[config.mk]
export PLATFORM = sky130hd
export DESIGN_NAME = skst_cell
export DESIGN_NICKNAME = d
export VERILOG_FILES = /design/src/design/skst_pkg.sv /design/src/design/skst_cell.sv
export SDC_FILE = /design/constraint.sdc
export NUM_CORES = 1
export LEC_CHECK = 0
export BUFFER_PORTS_ARGS = -buffer_cell sky130_fd_sc_hd__buf_2
export CORE_ASPECT_RATIO = 1.25
export CORE_MARGIN = 2
export CORE_UTILIZATION = 41
export CTS_CLUSTER_DIAMETER = 120
export DETAILED_ROUTE_END_ITERATION = 6
export GPL_TIMING_DRIVEN = 0
export PLACE_DENSITY = 0.88
export SLEW_MARGIN = 10
export SYNTH_ARGS = -nofsm -noshare
export SYNTH_HDL_FRONTEND = slang
export SYNTH_SLANG_ARGS = --single-unit
[constraint.sdc]
create_clock -name clk_i -period 8.75 [get_ports clk_i]
set_input_delay 0 -clock clk_i [delete_from_list [all_inputs] [get_ports clk_i]]
set_output_delay 0 -clock clk_i [all_outputs]
set_load 0.02 [all_outputs]
[src/design/skst_pkg.sv]
// Package: shared codes and types for the sorted key slot table.
package skst_pkg;

  typedef enum logic [2:0] {
    MODE_FIND    = 3'd0,
    MODE_GET     = 3'd1,
    MODE_RM_KEY  = 3'd2,
    MODE_RM_POS  = 3'd3,
    MODE_REPLACE = 3'd4,
    MODE_RD_POS  = 3'd5
  } mode_e;

  typedef enum logic [2:0] {
    POL_EXIT  = 3'd0,
    POL_NULL  = 3'd1,
    POL_DUMMY = 3'd2,
    POL_ALL   = 3'd3,
    POL_NEVER = 3'd4
  } policy_e;

  typedef enum logic [1:0] {
    ST_OK    = 2'd0,
    ST_NF    = 2'd1,
    ST_FULL  = 2'd2,
    ST_EXIT  = 2'd3
  } status_e;

  typedef enum logic [1:0] {
    S_IDLE,
    S_SRCH,
    S_EXEC
  } state_e;

  typedef enum logic [2:0] {
    CO_HOLD,
    CO_LEFT,
    CO_RIGHT,
    CO_LOAD_A,
    CO_LOAD_B
  } cell_op_e;

  // compare flags of one cell against the two request keys
  typedef struct packed {
    logic lt_a;
    logic eq_a;
    logic lt_b;
    logic eq_b;
  } cmp_t;

  localparam logic [0:0] ADDR_MISS_POLICY = 1'b0;

endpackage

[src/design/skst_cell.sv]
// Cell: one sorted position (key, slot, dummy mark) with its key comparators.
module skst_cell #(
  parameter int KEY_BITS = 32,
  parameter int IW       = 6
) (
  input  logic                clk_i,
  input  skst_pkg::cell_op_e  op_i,
  input  logic                valid_i,
  input  logic [KEY_BITS-1:0] key_a_i,
  input  logic [KEY_BITS-1:0] key_b_i,
  input  logic [KEY_BITS-1:0] left_key_i,
  input  logic [IW-1:0]       left_slot_i,
  input  logic                left_dummy_i,
  input  logic [KEY_BITS-1:0] right_key_i,
  input  logic [IW-1:0]       right_slot_i,
  input  logic                right_dummy_i,
  input  logic [KEY_BITS-1:0] inj_a_key_i,
  input  logic [IW-1:0]       inj_a_slot_i,
  input  logic                inj_a_dummy_i,
  input  logic [KEY_BITS-1:0] inj_b_key_i,
  input  logic [IW-1:0]       inj_b_slot_i,
  input  logic                inj_b_dummy_i,
  output logic [KEY_BITS-1:0] key_o,
  output logic [IW-1:0]       slot_o,
  output logic                dummy_o,
  output skst_pkg::cmp_t      cmp_o
);

  logic [KEY_BITS-1:0] key_q, key_d;
  logic [IW-1:0]       slot_q, slot_d;
  logic                dummy_q, dummy_d;

  always_comb begin
    key_d   = key_q;
    slot_d  = slot_q;
    dummy_d = dummy_q;
    case (op_i)
      skst_pkg::CO_LEFT: begin
        key_d = left_key_i; slot_d = left_slot_i; dummy_d = left_dummy_i;
      end
      skst_pkg::CO_RIGHT: begin
        key_d = right_key_i; slot_d = right_slot_i; dummy_d = right_dummy_i;
      end
      skst_pkg::CO_LOAD_A: begin
        key_d = inj_a_key_i; slot_d = inj_a_slot_i; dummy_d = inj_a_dummy_i;
      end
      skst_pkg::CO_LOAD_B: begin
        key_d = inj_b_key_i; slot_d = inj_b_slot_i; dummy_d = inj_b_dummy_i;
      end
      default: ;
    endcase
  end

  always_ff @(posedge clk_i) begin
    key_q   <= key_d;
    slot_q  <= slot_d;
    dummy_q <= dummy_d;
  end

  assign key_o   = key_q;
  assign slot_o  = slot_q;
  assign dummy_o = dummy_q;

  assign cmp_o.lt_a = valid_i && (key_q < key_a_i);
  assign cmp_o.eq_a = valid_i && (key_q == key_a_i);
  assign cmp_o.lt_b = valid_i && (key_q < key_b_i);
  assign cmp_o.eq_b = valid_i && (key_q == key_b_i);

endmodule

==> summary.txt, run 1 <==
depth of the worst hold-timing path: 3
Cell Pwr Density: 141 nW/um^2
antenna-violating nets left: 0
Final Util: 0.585
Sw Ratio: 0.357
Net Switching: 0.295 mW
Initial Util: 0.417
core area: 10000 um^2
Power Total: 0.827 mW
required time at the worst-slack endpoint: 8.75 ns
Leak Pwr: 2.97 nW
largest net degree at the start of global routing: 16
postcts setup bufs: 0
IO Count: 268
final max-slew violation count: 0
Hold Slack: 0.112 ns
register area: 1170 um^2
status: complete, no violations
Final nets: 1041
Final WS setup: 6.38 ns
fin area: 5860 um^2
largest family of logic cells by synthesized area: compound AO/OA/AOI/OAI gates
post-synthesis sequential area ratio: 0.281
Worst Path Arrival: 2.37 ns
clk root buf: clkbuf_16
clock sinks: 39
maximum VDD drop: 0.0000745 V
Post-Synth XOR/XNOR Area: 0.00210
Site Rows: 41
H-tree level count: 2
Clk pwr share: 0.247
layout cells sized above 1: 0.416
RSZ-0062 raised after global routing: false
clock slew seen by the registers of the worst setup and hold paths: 0.06 ns
Final HPWL DP: 12500 um
Slew @ Worst Pin: 0.788 ns
Post-Synth Adder-Cell Area: 0.192
max_cap viols: 0
# DRC: 0
area grow syn2layout: 40.5%
Tmin final: 2.37 ns
gr usage total: 0.261
area of the die: 11000 um^2
DIE WIDTH: 94.2 um
Fill cells: 924
CP startpoint: key_o[15]$_DFFE_PP_
placed instance count: 874
leading cell types in the layout, fill and taps excluded: buf_2, inv_1, ha_1, o22ai_1, a21oi_1
gr ovfl total: 0
count of yosys warnings during synthesis: 0
initial antenna violation count: 1
crit start category: flip-flop
Reg power frac: 0.333
Clock Tree Buf Depth: 2
Worst slew margin: 0.472
Resize count post-CTS: 0
Min-Delay Path Class: input pin to flip-flop
Comb power frac: 0.421
Synth Register Bits: 39
Net Count, Synth: 767
hold_buf cts: 0
Hold Fails Final Rpt: 0
IO Port Bufs: 265
Mapped Cells: 478
hold path start: inj_a_key_i[14]
wire per inst: 16.9 um
area occupied by multi-input gates: 2550 um^2
Netlist cell types: 38
# setup viols final: 0
CP endpoint kind: output port
commonest non-fill, non-tap cell in the layout: buf_2
Tcrit/Tclk final: 0.270
CTS tree: yes
post-synthesis compound-gate area fraction: 0.328
mux contribution to synthesized area: 0
Syn Std Cell Area: 4170 um^2
crit path max fanout: 3
Layout Cells excl Fill: 883
CP Class: flip-flop to output port
Final GP Congestion: 0.922
Fmax: 0.423 GHz
Routed Wire Length: 14900 um
placed inst area: 5690 um^2
number of global-route vias before repair: 4467
total CTS buffers: 5
first-pass GRT wire length: 21900 um
simple-gate area share of the yosys netlist: 0.0886
post-place setup slack: 6.68 ns
Via Count: 4793
first drt pass iteration count: 4
setup TNS: 0 ns
Internal: 0.532 mW
Syn Area/Cell: 8.72 um^2
DRT iter0 DRCs: 241
Die H: 117 um
vias per inst: 5.43
-- flip-flops by register name, indices dropped and copies added (netlist names) --
signal	count
dummy_o	1
key_o	32
slot_o	6
-- cell families (layout without fill, tap and decap cells) --
family | count (synthesis) | count (layout)
AOI/OAI and AO/OA | 197 | 197
buffers and inverters | 104 | 378
and+or+nand+nor | 73 | 73
adders and majority gates | 64 | 64
DFF | 39 | 39
xor gates and xnor gates | 1 | 1
other | 0 | 2
-- cells in the mapped netlist --
cell	instances	area, um^2
inv_1	73	274
ha_1	64	801
o22ai_1	59	369
a21oi_1	52	260
edfxtp_1	39	1170
nand2_1	32	120
o22a_1	30	263
buf_2	15	75.1
nand4_1	13	81.3
o21ai_0	12	60.1
o221ai_2	9	135
a22oi_1	8	60.1
clkbuf_1	8	30.0
nor4_1	7	43.8
a21o_1	6	45.0
nor2_1	6	22.5
nor2b_1	5	31.3
a211oi_1	4	30.0
buf_4	4	30.0
o21a_1	4	30.0
nand2b_1	3	18.8
o21ai_1	3	15.0
a2bb2oi_1	2	17.5
buf_6	2	22.5
nand3_1	2	10.0
nand4b_1	2	17.5
o211ai_1	2	15.0
o221a_2	2	22.5
a21oi_2	1	8.76
a22oi_2	1	12.5
buf_1	1	3.75
buf_8	1	15.0
nand2_2	1	6.26
nor3_1	1	5.00
nor4_2	1	12.5
o211a_1	1	10.0
o22ai_2	1	12.5
xnor2_1	1	8.76
-- final timing paths --
kind / to / slack, ns
setup / recovery: cmp_o[1] / 6.38
hold / removal: key_o[14]$_DFFE_PP_ / 0.11
-- worst max-delay path: stages (launching register included) --
cell and delay (ns):
edfxtp_1 0.47, ha_1 0.36, nand4_1 0.14, nor4_1 0.51, o21ai_1 0.14, o211ai_1 0.18, a211oi_1 0.11, buf_2 0.17
-- final cells by class --
cell class	instances	area share
Timing Repair Buffer	267	0.231
Antenna cell	2	0.000855
Sequential cell	39	0.200
Inverter	73	0.0468
Clock buffer	5	0.0214
Clock inverter	2	0.00641
Buffer	31	0.0301
Multi-Input combinational cell	335	0.436
Tap cell	129	0.0276
-- power groups by stage --
stage,clock (mW),combinational [mW],sequential [mW]
floorplan,0,0.175,0.306
global placement,0,0.335,0.279
detailed placement,0,0.347,0.278
CTS,0.208,0.348,0.275
global route,0.215,0.388,0.278
finish,0.204,0.348,0.275
-- per-layer routing --
layer | routed length (um) | share of wire | global-route usage | vias to the layer above
li1 | - | - | - | 2374
met4 | 383 | 0.026 | 0.0976 | 0
met3 | 904 | 0.061 | 0.0406 | 28
met2 | 7560 | 0.51 | 0.461 | 209
met5 | 0 | 0 | 0 | -
met1 | 6080 | 0.41 | 0.321 | 2182
(Power assumes the default switching activity.)
==> inputs of run 2 (changes only) <==
CORE_UTILIZATION = 40   (was 41)
PLACE_DENSITY = 0.89   (was 0.88)
clock period = 2.06 ns   (was 8.75 ns; I/O delays follow)
==> summary.txt, run 2 (synthesis gave the netlist of run 1 again) <==
status: finished with violations
failing checks: negative setup slack
ant diodes: 0
# setup viols final: 4
gr usage total: 0.271
Final GP Congestion: 0.896
vias per inst: 5.62
Final WS setup: -0.146 ns
Critical-path top delay cell: edfxtp_1
setup TNS: -0.384 ns
Fill cells: 925
H-tree level count: 2
post-place setup slack: -0.0548 ns
IO Count: 268
Final HPWL DP: 12800 um
crit start category: flip-flop
# DRC: 0
commonest non-fill, non-tap cell in the layout: buf_2
most used cell, CP: buf_4
Slew @ Worst Pin: 0.760 ns
Site Rows: 41
number of global-route vias before repair: 4862
clk root buf: clkbuf_16
Fmax: 0.453 GHz
wire per inst: 17.7 um
clock slew seen by the registers of the worst setup and hold paths: 0.06 ns
Initial Util: 0.412
hold path start: inj_a_slot_i[4]
Hold Fails Final Rpt: 0
core area: 10100 um^2
first drt pass iteration count: 5
clock sinks: 39
CP bufs+invs: 2
Final nets: 1045
antenna-violating nets left: 0
CP delay by family, top: simple AND/OR/NAND/NOR gates
Die H: 118 um
DIE WIDTH: 95.3 um
Leak Pwr: 3.02 nW
Routed Wire Length: 15700 um
gr ovfl total: 0
maximum VDD drop: 0.000370 V
CTS tree: yes
CP Depth: 8
final max-slew violation count: 0
Final Util: 0.594
Largest register FFs: 32
Worst slew margin: 0.493
Tmin final: 2.21 ns
crit path max fanout: 2
max_cap viols: 0
Via Count: 4976
leading cell types in the layout, fill and taps excluded: buf_2, inv_1, ha_1, o22ai_1, a21oi_1
largest net degree at the start of global routing: 22
hold_buf cts: 0
crit path cell chain: buf_4 -> ha_4 -> nand4_1 -> nor4_4 -> o21ai_1 -> o211ai_1 -> a211oi_2 -> buf_4
first-pass GRT wire length: 23700 um
required time at the worst-slack endpoint: 2.06 ns
initial antenna violation count: 0
Min-Delay Path Class: input pin to flip-flop
Cell Pwr Density: 584 nW/um^2
depth of the worst hold-timing path: 3
area of the die: 11300 um^2
layout cells sized above 1: 0.436
Worst Path Arrival: 2.21 ns
area grow syn2layout: 44.1%
Clock Tree Buf Depth: 2
Tcrit/Tclk final: 1.07
RSZ-0062 raised after global routing: true
IO Port Bufs: 265
CP Class: flip-flop to output port
CP endpoint kind: output port
CP startpoint: key_o[14]$_DFFE_PP_
Max stage delay on crit path: 0.44 ns
DRT iter0 DRCs: 313
total CTS buffers: 5
[run 2: through the flow]
| stage | hold slack (ns) | instances | power [mW] | cell area [um^2] |
|---|---|---|---|---|
| 5_1_grt | 0.110 | 886 | 3.73 | 6000 |
| 2_1_floorplan | 0.155 | 478 | 2.04 | 4190 |
| 3_5_place_dp | 0.385 | 873 | 2.67 | 5700 |
| 3_3_place_gp | 0.377 | 872 | 2.61 | 5670 |
| 6_report | 0.106 | 886 | 3.51 | 6000 |
| 4_1_cts | 0.0987 | 884 | 3.49 | 5960 |
[run 2: final timing paths]
kind	to	slack, ns
setup / recovery	cmp_o[3]	-0.15
hold / removal	slot_o[4]$_DFFE_PP_	0.11
[run 2: worst min-delay path: stages]
cell     delay [ns]
buf_2          0.08
o22ai_1        0.05
a21oi_1        0.13
[run 2: area by class of cell]
class / count / area [um^2] / area share
Timing Repair Buffer: 271 / 1400 / 0.233
Inverter: 73 / 274 / 0.0457
Tap cell: 129 / 161 / 0.0269
Clock buffer: 7 / 133 / 0.0221
Buffer: 31 / 176 / 0.0294
Clock inverter: 1 / 5.00 / 0.000834
Multi-Input combinational cell: 335 / 2680 / 0.447
Sequential cell: 39 / 1170 / 0.195
[run 2: repair_timing]
action / CTS / global route
setup endpoints to repair: 4 / 4
pin swaps: 19 / 6
gates resized for setup: 18 / 4
setup buffers: 3 / 2
[run 2: layer usage]
| layer | GRT usage | wire length (um) | vias up |
|---|---|---|---|
| li1 | - | - | 2372 |
| met1 | 0.321 | 5930 | 2307 |
| met2 | 0.471 | 7920 | 255 |
| met3 | 0.0442 | 1300 | 42 |
| met4 | 0.118 | 573 | 0 |
| met5 | 0 | 0 | - |
[run 2: power breakdown]
| part | total, mW | switching, mW | internal, mW |
|---|---|---|---|
| Combinational | 1.60 | 0.890 | 0.709 |
| Clock | 0.749 | 0.301 | 0.448 |
| Sequential | 1.16 | 0.119 | 1.04 |
| Total | 3.51 | 1.31 | 2.20 |
